<file path="src/rtl/core/ring_fifo_overflow_policy_macros.svh">
// assertion macros shared by the ring fifo rtl
`ifndef RING_FIFO_OVERFLOW_POLICY_MACROS_SVH
`define RING_FIFO_OVERFLOW_POLICY_MACROS_SVH

`ifndef SYNTHESIS
// property checked on every clock edge outside reset
`define RFOP_ASSERT(lbl, prop, msg) \
    lbl: assert property (@(posedge clk) disable iff (!rst_n) (prop)) else $error(msg);
// implication checked on every clock edge outside reset
`define RFOP_ASSERT_IMP(lbl, ante, cons, msg) \
    lbl: assert property (@(posedge clk) disable iff (!rst_n) (ante) |-> (cons)) \
        else $error(msg);
`else
`define RFOP_ASSERT(lbl, prop, msg)
`define RFOP_ASSERT_IMP(lbl, ante, cons, msg)
`endif

`endif

</file>
<file path="src/rtl/core/rfop_pkg.sv">
// shared types and constants of the ring fifo with overflow policy
package rfop_pkg;

    localparam int DEPTH_DEFAULT      = 1024;
    localparam int ENTRY_BITS_DEFAULT = 32;

    localparam int CAP_W  = 11;
    localparam int DATA_W = 32;
    localparam int CNT_W  = 32;
    localparam int OP_W   = 2;
    localparam int ADDR_W = 3;
    localparam int APB_W  = 32;

    localparam logic [CAP_W-1:0] CAPACITY_RESET = 11'd1024;

    localparam logic [OP_W-1:0] OP_PUSH  = 2'd0;
    localparam logic [OP_W-1:0] OP_POP   = 2'd1;
    localparam logic [OP_W-1:0] OP_QUERY = 2'd2;

    localparam logic REG_CAPACITY = 1'b0;
    localparam logic REG_MODE     = 1'b1;

    typedef struct packed {
        logic [OP_W-1:0]   opcode;
        logic [DATA_W-1:0] push_data;
    } rfop_cmd_t;

    typedef struct packed {
        logic              ok;
        logic [DATA_W-1:0] pop_data;
        logic [CAP_W-1:0]  fill_level;
        logic [CNT_W-1:0]  push_total;
        logic [CNT_W-1:0]  pop_total;
        logic [CNT_W-1:0]  oldest_drop_total;
        logic [CNT_W-1:0]  newest_drop_total;
    } rfop_rsp_t;

    // controller to datapath
    typedef struct packed {
        logic latch;
        logic commit;
    } rfop_ctl_t;

    // register file to datapath
    typedef struct packed {
        logic [CAP_W-1:0] capacity;
        logic             drop_oldest_mode;
        logic             flush;
    } rfop_cfg_t;

endpackage

</file>
<file path="src/rtl/core/rfop_regs.sv">
// apb configuration registers: capacity and overflow policy
module rfop_regs
    import rfop_pkg::*;
(
    input  logic              clk,
    input  logic              rst_n,
    input  logic              psel,
    input  logic              penable,
    input  logic              pwrite,
    input  logic [ADDR_W-1:0] paddr,
    input  logic [APB_W-1:0]  pwdata,
    output logic [APB_W-1:0]  prdata,
    output logic              pready,
    output rfop_cfg_t         cfg
);

    logic [CAP_W-1:0] capacity_reg;
    logic [CAP_W-1:0] capacity_next;
    logic             mode_reg;
    logic             mode_next;
    logic             wr_en;
    logic             reg_idx;

    assign pready  = 1'b1;
    assign wr_en   = psel && penable && pwrite;
    assign reg_idx = paddr[2];

    always_comb
    begin
        capacity_next = capacity_reg;
        mode_next     = mode_reg;
        if (wr_en)
        begin
            unique case (reg_idx)
                REG_CAPACITY: capacity_next = pwdata[CAP_W-1:0];
                REG_MODE:     mode_next     = pwdata[0];
                default:      mode_next     = mode_reg;
            endcase
        end
    end

    always_comb
    begin
        unique case (reg_idx)
            REG_CAPACITY: prdata = {{(APB_W-CAP_W){1'b0}}, capacity_reg};
            REG_MODE:     prdata = {{(APB_W-1){1'b0}}, mode_reg};
            default:      prdata = '0;
        endcase
    end

    always_ff @(posedge clk or negedge rst_n)
    begin
        if (!rst_n)
        begin
            capacity_reg <= CAPACITY_RESET;
            mode_reg     <= 1'b0;
        end
        else
        begin
            capacity_reg <= capacity_next;
            mode_reg     <= mode_next;
        end
    end

    // writing the capacity empties the buffer
    assign cfg.capacity         = capacity_reg;
    assign cfg.drop_oldest_mode = mode_reg;
    assign cfg.flush            = wr_en && (reg_idx == REG_CAPACITY);

endmodule

</file>
<file path="config.mk">
export PLATFORM = sky130hd
export DESIGN_NAME = rfop_regs
export DESIGN_NICKNAME = d
export VERILOG_FILES = /design/src/rtl/core/ring_fifo_overflow_policy_macros.svh /design/src/rtl/core/rfop_pkg.sv /design/src/rtl/core/rfop_regs.sv
export SDC_FILE = /design/constraint.sdc
export NUM_CORES = 1
export LEC_CHECK = 0
export ABC_AREA = 0
export CAP_MARGIN = 0
export CORE_MARGIN = 3
export CORE_UTILIZATION = 59
export CTS_CLUSTER_SIZE = 40
export DETAILED_ROUTE_END_ITERATION = 8
export DONT_BUFFER_PORTS = 1
export GPL_TIMING_DRIVEN = 0
export PLACE_DENSITY_LB_ADDON = 0.3
export SETUP_SLACK_MARGIN = 0.02
export SLEW_MARGIN = 20
export SYNTH_ARGS = -nofsm -noshare
export SYNTH_HDL_FRONTEND = slang
export SYNTH_SLANG_ARGS = --single-unit
</file>
<file path="constraint.sdc">
create_clock -name clk -period 1.11 [get_ports clk]
set_clock_uncertainty 0.2 [all_clocks]
set_input_delay 0.111 -clock clk [delete_from_list [all_inputs] [get_ports clk]]
set_output_delay 0.111 -clock clk [all_outputs]
set_load 0.01 [all_outputs]
</file>
After elaboration in Yosys (flattened, before gate mapping)

Cells that the tools add are included.
Widths: inputs -> output; s select.

Output and inout bits: 46
Logic and storage cells: 9
Flip-flop bits (word level): 12
Bits of input ports: 40

Bitwise operators: 1
Reductions and logical operators: 5
Mux-type cells: 1

Operators by type and width:

| operator          | count |
|---|---|
| $pmux 32 s2       | 1 |
| $reduce_and 2->1  | 2 |
| $logic_and 1x1->1 | 3 |
| $not 1->1         | 1 |

Logic depth before layout (Yosys ltp)

Depth in word-level cells: 3
Gate-level depth with buffers: 3
Mapped depth without buffers: 2

Worst setup path before layout

Ideal clock, no wire load.

Path type: register to output
Start: register capacity_reg[10]
End: output port prdata[10]
Buffers on the path: 0
Cell stages (with the launch flop): 2
Arrival time: 0.758 ns
Slack: 0.041 ns
Cell sequence: dfstp_2 nor2b_1

Longest elaborated chain between the ends: 1

Ends and longest elaborated chain:

| element                  | line            | RTL |
|---|---|---|
| start: declaration       | rfop_regs.sv:17 | `logic [CAP_W-1:0] capacity_reg;` |
| start signal: assignment | rfop_regs.sv:60 | `capacity_reg <= capacity_next;` |
| $pmux 32 s2              | rfop_regs.sv:44 | `unique case (reg_idx)` |
| end: declaration         | rfop_regs.sv:12 | `output logic [APB_W-1:0] prdata,` |

Every way passes these cells. The select of a mux whose other input is x is not followed.

Worst setup path in the final report

Same ends and word-level chain as after synthesis.

==> results.txt <==
Yosys mapped the design onto 12 distinct sky130hd cell types. Dividing the detail-routed wire length by the instance count gives just over 20 um. The worst setup path is of the reg2out kind. Derived from the worst setup path, the maximum achievable clock frequency is roughly 0.74 GHz.

The detailed-placement wirelength estimate came out at roughly 1.2 mm. The total standard cell area after synthesis came out at approximately 770 sq um. Data on the critical path arrives at its endpoint at around 1.0 ns. Synthesis produced between 60 and 70 cells. Dividing the detail-routed via count by the number of cells gives roughly 5. After detailed routing, the total wire length is ~2.3 mm. The flip-flop count of the largest register after layout came out at 11. The fraction of final layout cells sized beyond drive strength 1 came out at 0.604.

The final-report setup violation count came out at 13. The register bit count reported by yosys came out at 12. The detail route stage leaves a number of antenna-violating nets equal to 0.

The fraction of met2 tracks used by global routing is 0.426. The worst vdd rail ir drop is around 1400 uV. The cell-internal power came out at around 1.1 mW. After clock tree synthesis, the clock-pin slew on the worst setup and hold paths is about 0.080 ns. The final reports fail on negative hold slack, negative setup slack. The total grt overflow is 0.

In this run the power density over the cells is roughly 1400 nW/um^2. TritonCTS built the clock tree. Setup repair after global routing could not meet its margin everywhere. The switching power came out at roughly 490 uW.

On the worst path, the slowest cell contributes a delay of about 0.59 ns. The average instance area after synthesis came out at 11.9 sq um. The portion of total power attributed to sequential cells is 0.457.

The floorplan has 12 rows. At the pin with the least slew margin, the transition time is ~0.56 ns. For this design, the slowest cell found on the critical path is dfstp_2. The smallest clock period supported by the final layout is computed as about 1.4 ns. The post-place setup slack came out at a little over 0.009 ns. The signal on the critical path passes through nor2b_4. The layer carrying the most global-route usage is met2. The static power due to leakage came out at 0.611 nW. During placement, the flow inserted port buffers numbering 0. The overall routing resource usage came out at 0.230.

The final number of max-transition violations came out at 0. The combinational power share is 0.320. The clock network latency to the later pin of the worst-skew pair came out at between 0.2 and 0.3 ns. The number of buffers on the longest clock path is 2. The met1 track demand over resource came out at 0.246. The first TritonRoute pass finished after 4 iterations. The core region is roughly 1200 sq um.

The area growth from synthesis to final layout came out at 44.2%. For this design the top-level I/O count stands at 86. The clock net sink count is 12. Entering global routing, the biggest net connects 13 pins.

The worst setup path is captured at an output port. The die is 42.2 um tall. Dividing the final minimum period by the clock period gives 1.22. Clock tree synthesis inserted a total of 3 buffers. CTS built an H-tree with a depth of 1. The flow ran to the end, but the final reports show violations. The total inserted antenna cells came out at 0.

The die width is approximately 42 um. The share of total power dissipated in the clock network is 0.223. The initial antenna violation count came out at 0. In the layout the commonest cells are buf_4, conb_1, dlygate4sd3_1. For this design, the CTS-stage hold fixing added 12 buffers. The hold violation total from the final report came out at 3. The starting density of the core is 0.660. The type of the most critical hold path is in2reg. For this run, the number of Yosys warnings is 0. The startpoint kind of the worst setup timing path is a register. CTS placed an instance of clkbuf_4 at the clock tree root. The total die area came out at 1780 sq um. The number of remaining DRC errors is 0. Of the total power, the share spent switching nets is 0.313. The number of max-capacitance violations reported is 0. Counting both buffers and inverters, the worst setup path holds a total of 0. For the final routed database, the setup TNS stands at -1.28 ns. For met3 alone, demand over resource in global routing was 0.0515. The global-route wire length before repair is around 3 mm. For this run, the register share of the synthesized area comes to 0.390. The relative slew slack came out at 0.627. The final weighted congestion in routability-driven placement is between 0.5 and 0.6. The minimum setup slack in the final design is -0.246 ns. The worst endpoint required time is around 0.80 ns. In this run, the number of DRC markers left after iteration 0 of detailed routing was 10.

Grouping stages by cell kind, the critical path spends the most delay in flip-flops. The routed layout has 573 vias. The number of nets at the end of the flow is ~140. The worst hold margin is -0.0885 ns. The number of setup buffers added after CTS is 0. The maximum fanout encountered on the critical timing path came out at 3.

The via count of the first global-routing pass came out at between 500 and 600.
==> power groups by stage <==
stage	clock [mW]	sequential [mW]	combinational [mW]
floorplan	0	0.650	0.331
global placement	0	0.674	0.343
detailed placement	0	0.680	0.350
CTS	0.345	0.682	0.474
global route	0.382	0.723	0.524
finish	0.347	0.709	0.497
==> synthesized netlist by cell type <==
cell | count | share of area
buf_4 | 23 | 0.22
buf_6 | 1 | 0.015
clkbuf_1 | 1 | 0.0048
conb_1 | 2 | 0.0097
dfrtp_1 | 11 | 0.36
dfstp_2 | 1 | 0.034
inv_1 | 1 | 0.0048
mux2_2 | 4 | 0.058
mux2_4 | 9 | 0.17
nand4_1 | 1 | 0.0081
nand4b_4 | 1 | 0.031
nor2b_1 | 10 | 0.081
==> per-stage QoR <==
step                      hold WS (ns)  total power, mW  utilization  cells  area, sq um
after floorplan                 -0.385            0.981            -     85          848
after global placement          -0.384             1.02        0.739     99          866
after detailed placement        -0.384             1.03        0.739     99          866
after CTS                       -0.120             1.50        0.944    115         1110
after global routing           -0.0911             1.63        0.952    115         1110
final                          -0.0885             1.55        0.952    115         1110
==> timing repair <==
action / 4_1_cts / 5_1_grt
setup endpoints to repair: 13 / 13
gates resized for setup: 23 / 7
cloned: 0 / 0
hold endpoints to repair: 24 / 3
==> routing by layer <==
layer,vias up,routed length [um]
met1,275,783
met5,-,0
li1,234,-
met2,50,1190
met3,14,187
met4,0,165
==> path summary, 6_finish.rpt <==
kind	from	to	slack (ns)	depth (start not counted)
min reg2reg	mode_reg$_DFFE_PN0P_	mode_reg$_DFFE_PN0P_	0.38	1
max	capacity_reg[10]$_DFFE_PN1P_	prdata[10]	-0.25	1
max reg2reg	capacity_reg[3]$_DFFE_PN0P_	capacity_reg[3]$_DFFE_PN0P_	0.06	1
min	penable	capacity_reg[3]$_DFFE_PN0P_	-0.09	2
min in group asynchronous	rst_n	capacity_reg[2]$_DFFE_PN0P_	0.06	1
max in group asynchronous	rst_n	capacity_reg[4]$_DFFE_PN0P_	0.26	1
==> cell families (layout without fill, tap and decap cells) <==
logic type,after synthesis,count (layout),synth area share
DFF,12,12,0.390
buffers and inverters,26,42,0.248
other,2,22,0.00971
muxes,13,13,0.233
and+or+nand+nor,12,12,0.120
==> area by class of cell <==
type,instances,area [sq um]
Sequential cell,12,310
Timing Repair Buffer,12,120
Buffer,25,193
Inverter,1,3.75
Clock buffer,4,36.3
Tap cell,14,17.5
Multi-Input combinational cell,47,434
Fill cell,28,56.3
Note: power is estimated with default switching activity, not from simulation.
