[src/rtl/core/ring_fifo_overflow_policy_macros.svh]
// assertion macros shared by the ring fifo rtl
`ifndef RING_FIFO_OVERFLOW_POLICY_MACROS_SVH
`define RING_FIFO_OVERFLOW_POLICY_MACROS_SVH

`ifndef SYNTHESIS
// property checked on every clock edge outside reset
`define RFOP_ASSERT(lbl, prop, msg) \
    lbl: assert property (@(posedge clk) disable iff (!rst_n) (prop)) else $error(msg);
// implication checked on every clock edge outside reset
`define RFOP_ASSERT_IMP(lbl, ante, cons, msg) \
    lbl: assert property (@(posedge clk) disable iff (!rst_n) (ante) |-> (cons)) \
        else $error(msg);
`else
`define RFOP_ASSERT(lbl, prop, msg)
`define RFOP_ASSERT_IMP(lbl, ante, cons, msg)
`endif

`endif

[src/rtl/core/rfop_pkg.sv]
// shared types and constants of the ring fifo with overflow policy
package rfop_pkg;

    localparam int DEPTH_DEFAULT      = 1024;
    localparam int ENTRY_BITS_DEFAULT = 32;

    localparam int CAP_W  = 11;
    localparam int DATA_W = 32;
    localparam int CNT_W  = 32;
    localparam int OP_W   = 2;
    localparam int ADDR_W = 3;
    localparam int APB_W  = 32;

    localparam logic [CAP_W-1:0] CAPACITY_RESET = 11'd1024;

    localparam logic [OP_W-1:0] OP_PUSH  = 2'd0;
    localparam logic [OP_W-1:0] OP_POP   = 2'd1;
    localparam logic [OP_W-1:0] OP_QUERY = 2'd2;

    localparam logic REG_CAPACITY = 1'b0;
    localparam logic REG_MODE     = 1'b1;

    typedef struct packed {
        logic [OP_W-1:0]   opcode;
        logic [DATA_W-1:0] push_data;
    } rfop_cmd_t;

    typedef struct packed {
        logic              ok;
        logic [DATA_W-1:0] pop_data;
        logic [CAP_W-1:0]  fill_level;
        logic [CNT_W-1:0]  push_total;
        logic [CNT_W-1:0]  pop_total;
        logic [CNT_W-1:0]  oldest_drop_total;
        logic [CNT_W-1:0]  newest_drop_total;
    } rfop_rsp_t;

    // controller to datapath
    typedef struct packed {
        logic latch;
        logic commit;
    } rfop_ctl_t;

    // register file to datapath
    typedef struct packed {
        logic [CAP_W-1:0] capacity;
        logic             drop_oldest_mode;
        logic             flush;
    } rfop_cfg_t;

endpackage

[src/rtl/core/rfop_dp.sv]
// datapath: pointers, fill count, event counters and result slot
module rfop_dp
    import rfop_pkg::*;
#(
    parameter int DEPTH      = DEPTH_DEFAULT,
    parameter int ENTRY_BITS = ENTRY_BITS_DEFAULT
) (
    input  logic                     clk,
    input  logic                     rst_n,
    input  rfop_ctl_t                ctl,
    input  rfop_cfg_t                cfg,
    input  rfop_cmd_t                cmd_payload,
    output rfop_rsp_t                rsp_payload,
    output logic                     ram_we,
    output logic [$clog2(DEPTH)-1:0] ram_waddr,
    output logic [ENTRY_BITS-1:0]    ram_wdata,
    output logic [$clog2(DEPTH)-1:0] ram_raddr,
    input  logic [ENTRY_BITS-1:0]    ram_rdata
);

    localparam int PTR_W = $clog2(DEPTH);

    logic [OP_W-1:0]   op_reg;
    logic [DATA_W-1:0] data_reg;
    logic [PTR_W-1:0]  wr_ptr_reg;
    logic [PTR_W-1:0]  wr_ptr_next;
    logic [PTR_W-1:0]  rd_ptr_reg;
    logic [PTR_W-1:0]  rd_ptr_next;
    logic [CAP_W-1:0]  held_count_reg;
    logic [CAP_W-1:0]  held_count_next;
    logic [CNT_W-1:0]  push_cnt_reg;
    logic [CNT_W-1:0]  pop_cnt_reg;
    logic [CNT_W-1:0]  old_drop_cnt_reg;
    logic [CNT_W-1:0]  new_drop_cnt_reg;
    logic              ok_reg;
    logic [DATA_W-1:0] pop_data_reg;

    logic [CAP_W-1:0]  cap_floor;
    logic [CAP_W-1:0]  eff_cap;
    logic              full;
    logic              is_push;
    logic              is_pop;
    logic              is_query;
    logic              do_store;
    logic              do_pop;
    logic              drop_old;
    logic              drop_new;

    function automatic logic [PTR_W-1:0] advance(input logic [PTR_W-1:0] p,
                                                 input logic [CAP_W-1:0] cap);
        logic [31:0] n;
        begin
            n = 32'(p) + 32'd1;
            if (n >= 32'(cap))
            begin
                advance = '0;
            end
            else
            begin
                advance = n[PTR_W-1:0];
            end
        end
    endfunction

    // capacity zero acts as one, above the store size acts as the store size
    assign cap_floor = (cfg.capacity == '0) ? CAP_W'(1) : cfg.capacity;
    assign eff_cap   = (32'(cap_floor) > 32'(DEPTH)) ? CAP_W'(DEPTH) : cap_floor;
    assign full      = (held_count_reg >= eff_cap);

    assign is_push  = (op_reg == OP_PUSH);
    assign is_pop   = (op_reg == OP_POP);
    assign is_query = (op_reg == OP_QUERY);
    assign do_store = is_push && (!full || cfg.drop_oldest_mode);
    assign drop_old = is_push && full && cfg.drop_oldest_mode;
    assign drop_new = is_push && full && !cfg.drop_oldest_mode;
    assign do_pop   = is_pop && (held_count_reg != '0);

    assign ram_we    = ctl.commit && do_store;
    assign ram_waddr = wr_ptr_reg;
    assign ram_wdata = ENTRY_BITS'(data_reg);
    assign ram_raddr = rd_ptr_reg;

    always_comb
    begin
        wr_ptr_next     = wr_ptr_reg;
        rd_ptr_next     = rd_ptr_reg;
        held_count_next = held_count_reg;
        if (cfg.flush)
        begin
            wr_ptr_next     = '0;
            rd_ptr_next     = '0;
            held_count_next = '0;
        end
        else if (ctl.commit)
        begin
            if (do_store)
            begin
                wr_ptr_next = advance(wr_ptr_reg, eff_cap);
            end
            if (drop_old || do_pop)
            begin
                rd_ptr_next = advance(rd_ptr_reg, eff_cap);
            end
            if (is_push && !full)
            begin
                held_count_next = held_count_reg + CAP_W'(1);
            end
            else if (do_pop)
            begin
                held_count_next = held_count_reg - CAP_W'(1);
            end
        end
    end

    always_ff @(posedge clk or negedge rst_n)
    begin
        if (!rst_n)
        begin
            wr_ptr_reg       <= '0;
            rd_ptr_reg       <= '0;
            held_count_reg   <= '0;
            push_cnt_reg     <= '0;
            pop_cnt_reg      <= '0;
            old_drop_cnt_reg <= '0;
            new_drop_cnt_reg <= '0;
        end
        else
        begin
            wr_ptr_reg     <= wr_ptr_next;
            rd_ptr_reg     <= rd_ptr_next;
            held_count_reg <= held_count_next;
            if (ctl.commit)
            begin
                push_cnt_reg     <= push_cnt_reg + CNT_W'(do_store);
                pop_cnt_reg      <= pop_cnt_reg + CNT_W'(do_pop);
                old_drop_cnt_reg <= old_drop_cnt_reg + CNT_W'(drop_old);
                new_drop_cnt_reg <= new_drop_cnt_reg + CNT_W'(drop_new);
            end
        end
    end

    always_ff @(posedge clk)
    begin
        if (ctl.latch)
        begin
            op_reg   <= cmd_payload.opcode;
            data_reg <= cmd_payload.push_data;
        end
        if (ctl.commit)
        begin
            ok_reg       <= do_store || do_pop || is_query;
            pop_data_reg <= do_pop ? DATA_W'(ram_rdata) : '0;
        end
    end

    // state moves only on commit or on a capacity write flush, so outside a flush it matches the waiting item
    assign rsp_payload.ok                = ok_reg;
    assign rsp_payload.pop_data          = pop_data_reg;
    assign rsp_payload.fill_level        = held_count_reg;
    assign rsp_payload.push_total        = push_cnt_reg;
    assign rsp_payload.pop_total         = pop_cnt_reg;
    assign rsp_payload.oldest_drop_total = old_drop_cnt_reg;
    assign rsp_payload.newest_drop_total = new_drop_cnt_reg;

`include "ring_fifo_overflow_policy_macros.svh"

    `RFOP_ASSERT(a_fill_bound, held_count_reg <= eff_cap, "fill above capacity")
    `RFOP_ASSERT(a_rd_ptr_bound, 32'(rd_ptr_reg) < 32'(eff_cap), "read pointer past wrap point")
    `RFOP_ASSERT_IMP(a_full_ptrs, held_count_reg == eff_cap, rd_ptr_reg == wr_ptr_reg, "full but pointers differ")

endmodule

[config.mk]
export PLATFORM = sky130hd
export DESIGN_NAME = rfop_dp
export DESIGN_NICKNAME = d
export VERILOG_FILES = /design/src/rtl/core/rfop_pkg.sv /design/src/rtl/core/rfop_dp.sv
export VERILOG_INCLUDE_DIRS = /design/src /design/src/rtl/core
export SDC_FILE = /design/constraint.sdc
export NUM_CORES = 1
export LEC_CHECK = 0
export CAP_MARGIN = 20
export CORE_MARGIN = 1
export CORE_UTILIZATION = 30
export CTS_CLUSTER_SIZE = 8
export DETAILED_ROUTE_END_ITERATION = 7
export DONT_BUFFER_PORTS = 1
export SETUP_SLACK_MARGIN = 0.02
export SYNTH_ARGS = -nofsm -noshare
export SYNTH_HDL_FRONTEND = slang
export SYNTH_SLANG_ARGS = --single-unit
[constraint.sdc]
create_clock -name clk -period 4.65 [get_ports clk]
set_input_delay 0.93 -clock clk [delete_from_list [all_inputs] [get_ports clk]]
set_output_delay 0.93 -clock clk [all_outputs]
set_load 0.1 [all_outputs]
# ---- Word level (Yosys, flattened, before mapping)
# Index checks and enable logic that the tools add are counted.
dict set report op_classes {
  eq_ne 2
  n_addsub 8
  n_reduce_logical 23
  magnitude_cmp 4
  n_mux 14
}
# cell n
set ops {}
lappend ops {{32-bit by 1-bit adder with 32-bit output} 4}
lappend ops {{10-bit two-way mux} 8}
lappend ops {{11-bit two-way mux} 6}
lappend ops {{11-bit >= comparator} 3}
lappend ops {{10-bit by 1-bit adder with 11-bit output, second input constant} 2}
lappend ops {{11-bit by 1-bit adder with 11-bit output, second input constant} 1}
lappend ops {{11-bit > comparator, second input constant} 1}
lappend ops {{11-bit logical NOT} 1}
lappend ops {{11-bit nonzero test} 1}
lappend ops {{11-bit by 1-bit subtractor with 11-bit output, second input constant} 1}
lappend ops {{1-bit logical AND} 7}
lappend ops {{2-bit AND reduction} 3}
lappend ops {{2-bit nonzero test} 3}
lappend ops {{1-bit logical OR} 4}
lappend ops {{3-bit nonzero test} 1}
lappend ops {{2-bit by 1-bit equality test with 1-bit output, second input constant} 1}
lappend ops {{2-bit equality test, second input constant} 1}
lappend ops {{1-bit logical NOT} 2}
lappend ops {{2-bit logical NOT} 1}
dict set report totals {
  output_inout_bits 225
  input_bits 83
  register_bits 226
  wordCells 62
}

# ---- Logic depth before layout (Yosys ltp)
dict set report logic_depth {
  word_depth 11
  depth_mapped 17
  mapped_depth_nobuf 17
}

# ---- Worst setup path after synthesis
# OpenSTA, ideal clock, no wires.
dict set report synth_path {
  kind {input -> register}
  from {input cfg[8] (netlist name)}
  to {register held_count_reg[10]}
  arrival_ns 4.495
  setup_time_ns 0.131
  t_required_ns 4.519
  cell_stages 17
  slack_ns 0.024
  path_buffers 0
  path_cell_list {nor4_1 -> a31oi_1 -> nor2_1 -> ha_1 -> nand2b_1 -> a2111o_1 -> a31oi_1 -> o211a_1 -> inv_1 -> fa_1 -> a21o_1 -> a221oi_1 -> o21ai_0 -> a31oi_1 -> mux2i_1 -> xnor2_1 -> nor2_1}
}
dict set report synth_between {
  elab_chain_cells 10
}
# item line_no
set synth_rtl {}
lappend synth_rtl {{from (decl)} rfop_dp.sv:11} ;# input rfop_cfg_t cfg,
lappend synth_rtl {{11-bit logical NOT} rfop_dp.sv:66} ;# assign cap_floor = (cfg.capacity == '0) ? CAP_W'(1) : cfg.capacity;
lappend synth_rtl {{11-bit two-way mux *} rfop_dp.sv:66}
lappend synth_rtl {{11-bit > comparator} rfop_dp.sv:67} ;# assign eff_cap = (32'(cap_floor) > 32'(DEPTH)) ? CAP_W'(DEPTH) : cap_floor;
lappend synth_rtl {{11-bit two-way mux *} rfop_dp.sv:67}
lappend synth_rtl {{11-bit >= comparator *} rfop_dp.sv:68} ;# assign full = (held_count_reg >= eff_cap);
lappend synth_rtl {{1-bit logical NOT *} rfop_dp.sv:104} ;# if (is_push && !full)
lappend synth_rtl {{1-bit logical AND *} rfop_dp.sv:104}
lappend synth_rtl {{11-bit two-way mux} rfop_dp.sv:104}
lappend synth_rtl {{11-bit two-way mux} rfop_dp.sv:94} ;# else if (ctl.commit)
lappend synth_rtl {{11-bit two-way mux} rfop_dp.sv:88} ;# if (cfg.flush)
lappend synth_rtl {{to (signal assigned)} rfop_dp.sv:131} ;# held_count_reg <= held_count_next;
lappend synth_rtl {{to (decl)} rfop_dp.sv:29} ;# logic [CAP_W-1:0] held_count_reg;
# Every way passes the cells marked *; elsewhere a longest branch is shown, timed or not. The select of a mux whose other input is x is not followed.
# A chain may end at the register's enable or synchronous reset.

# ---- Worst setup path after layout
# Same ends and word-level chain as after synthesis.

==> results_dict.tcl <==
set metrics [dict create \
    routed_wl_um 25700 \
    cellPowerDensity_nw_per_um2 559 \
    final.period_utilization_pct 90.7 \
    critical_path_arrival_ns 4.64 \
    synth_edf_count 67 \
    clockRootBuffer "clkbuf_16" \
    ys_types 57 \
    crit_chain "nor4_1 > a31oi_1 > nor2_1 > ha_1 > nand2b_1 > a2111o_1 > a31oi_1 > o211a_1 > inv_1 > fa_1 > a21o_1 > a221oi_1 > o21ai_0 > a31oi_1 > mux2i_1 > xnor2_1 > nor2_1" \
    slew_headroom_pct 27.6 \
    dieArea_um2 36300 \
    cp.required_ns 5.07 \
    hold_path_class "input pin to asynchronous set/reset pin" \
    fin_cells 1475 \
    dp_hpwl_um 18600 \
    fin_util_pct 36.9 \
    crit_family "compound AO/OA/AOI/OAI gates" \
    area_growth_pct 20.4 \
    setup_tns_ns 0 \
    yosys_warnings 0 \
    crit_path_start_kind "input pin" \
    status "finished clean" \
    r2r_end "held_count_reg[10]$_DFFE_PN0P_" \
    whs_ns 0.111 \
    ys_async_sr_fraction_pct 70.4 \
    finalSetupViolCount 0 \
    drc 0 \
    worst_path_largest_cell_delay_ns 0.43 \
    worstSetupPathType "input pin to flip-flop" \
    antenna_found_initial 0 \
    die_w_um 190 \
    post-route-min-period_ns 4.22 \
    ys_seq_area_share_pct 56.2 \
    core_um2 34700 \
    pin_count 308 \
    fin_nets 1144 \
    tritoncts "done" \
    initialDrtViolationCount 214 \
    worst_pin_slew_ns 1.09 \
    grtUsageTotal_pct 14.0 \
    hold_viol 0 \
    die_h_um 190 \
    end_kind "flip-flop" \
    cts_hold_buf 0 \
    dpl.cell_count 1426 \
    final_common_cell "dfrtp_1" \
    path_max_fanout 7 \
    r2r_slack_ns 0.95 \
    fin_area_um2 12800 \
    post-cts-setup-buffers 0 \
    yosys-top-cells-area "dfrtp_1 37%, edfxtp_1 19%, xnor2_1 9.3%, ha_1 6.2%, nand2_1 2.9%" \
    clk_pin_slew_ns 0.05 \
    numPortBuffers 0 \
    cap_violations 0 \
    slowest_stage "a2111o_1" \
    synth_cells 895 \
    vias 7129 \
    cts_buffers 34 \
    grt_start_max_net_pins 160 \
    syn_nets 1032 \
    worstRegToRegCells 15 \
    grt_pass1_wl_um 39800 \
    final_cell_mix "159 x dfrtp_1, 113 x xnor2_1, 91 x buf_4" \
    wl_per_cell_um 17.4 \
    overflow 0 \
    cts.sinks 226 \
    post-synth-top-area-fraction_pct 37.3 \
    cp_common_cell "a31oi_1" \
    fmax_ghz 0.237 \
    cts_buffer_depth 3 \
    ir_drop_mv 0.360 \
    drive_gt1_share_pct 15.0 \
    start_util_pct 30.7 \
    vias_per_cell 4.83 \
    worst-path-buf-inv 1 \
    yosysTopAreaCell "dfrtp_1" \
    ctsResizeCount 0 \
    ys_ff_latch 226 \
    syn_area_per_cell_um2 11.9 \
    r2r-start "held_count_reg[0]$_DFFE_PN0P_" \
    drt-pass1-iter-count 4 \
    clock_latency_ns 0.53 \
    gp_congestion 0.802 \
    grt_pass1_vias 7199 \
    p_leak_nw 5.79 \
    h-tree-depth 2 \
    syn-cell-area_um2 10700 \
    num_rows 68 \
    placed_area_um2 11900 \
    synth_flop_cell "dfrtp_1" \
    diodes 0 \
    slew_violations 0 \
    rsz0062_at_grt "no" \
    skew_ns 0.0283 \
    ant_nets 0 \
]
## cell type report
class | count | area, um2
clock inverter | 3 | 33.8
tap | 455 | 569
multi-input combinational | 638 | 4550
clock buffer | 46 | 926
sequential | 226 | 5990
timing repair buffer | 92 | 703
inverter | 15 | 56.3
fill | 3393 | 21900
## stage by stage
stage	worst slack, ns	power [mW]
after floorplan	0.0239	4.43
after global placement	-0.0643	4.94
after detailed placement	-0.133	4.97
after CTS	0.450	7.27
after global routing	0.162	7.52
final	0.433	7.17
## worst max path at each step
stage	cells after the start	startpoint	slack [ns]	to
6_report	17	cfg[8]	0.43	held_count_reg[10]$_DFFE_PN0P_
5_1_grt	18	cfg[8]	0.16	held_count_reg[9]$_DFFE_PN0P_
4_1_cts	17	cfg[8]	0.45	held_count_reg[10]$_DFFE_PN0P_
3_5_place_dp	18	cfg[8]	-0.13	held_count_reg[9]$_DFFE_PN0P_
3_3_place_gp	17	cfg[2]	-0.06	held_count_reg[10]$_DFFE_PN0P_
2_1_floorplan	17	cfg[8]	0.02	held_count_reg[10]$_DFFE_PN0P_
## Yosys cell counts (2+ instances only)
| cell | count |
|---|---|
| and3_1 | 21 |
| nor4_4 | 2 |
| and4_1 | 11 |
| nand3b_1 | 3 |
| a21oi_1 | 16 |
| mux2i_1 | 10 |
| nor2_1 | 61 |
| nor4_1 | 5 |
| xor2_1 | 33 |
| nand4b_1 | 2 |
| nand2b_1 | 12 |
| a211oi_1 | 3 |
| nand4_1 | 32 |
| or2_2 | 2 |
| mux2_2 | 9 |
| ha_1 | 53 |
| nand2_1 | 81 |
| dfrtp_1 | 159 |
| o2111ai_1 | 2 |
| nor2b_1 | 2 |
| and2_1 | 39 |
| o21ai_0 | 12 |
| nand3_1 | 53 |
| nor3_1 | 7 |
| a22o_1 | 8 |
| xnor2_1 | 113 |
| a31o_2 | 2 |
| a31oi_1 | 4 |
| inv_1 | 14 |
| buf_4 | 5 |
| a21o_1 | 9 |
| o211a_1 | 2 |
| edfxtp_1 | 67 |
| clkbuf_1 | 10 |
| o31ai_1 | 2 |
| o2bb2ai_1 | 6 |
| o21bai_1 | 3 |
## routing by layer
layer	global-route usage, %	part of all wire (%)	up-vias
li1	-	-	3394
met1	16.6	41	3420
met2	22.2	46	272
met3	5.83	10	43
met4	5.54	2.5	0
met5	0	0	-
## worst register-to-register path, cell delays in order, from the launching register on
cell and delay, ns:
dfrtp_1 0.37, inv_1 0.09, ha_1 0.23, nand2b_1 0.14
a2111o_1 0.43, a31oi_1 0.22, o211a_1 0.20, inv_1 0.13
fa_1 0.42, a21o_1 0.21, a221oi_1 0.32, o21ai_0 0.18
a31oi_1 0.23, mux2i_1 0.23, xnor2_1 0.14, nor2_1 0.05
## cells by family after synthesis
kind of cell             synth area share (%)
flip-flops                               56.2
multiplexers                             1.89
buffers and inverters                    1.28
AO/OA/AOI/OAI                            5.46
XOR/XNOR                                 12.0
AND/OR/NAND/NOR                          16.7
adder cells (fa/ha/maj)                  6.41
## report_power, final
| part | internal [mW] | total (mW) | switching [mW] |
|---|---|---|---|
| sequential | 2.25 | 2.99 | 0.735 |
| combinational | 0.643 | 1.94 | 1.30 |
| clock | 1.37 | 2.24 | 0.867 |
| total | 4.27 | 7.17 | 2.90 |
Note: power is estimated with default switching activity, not from simulation.
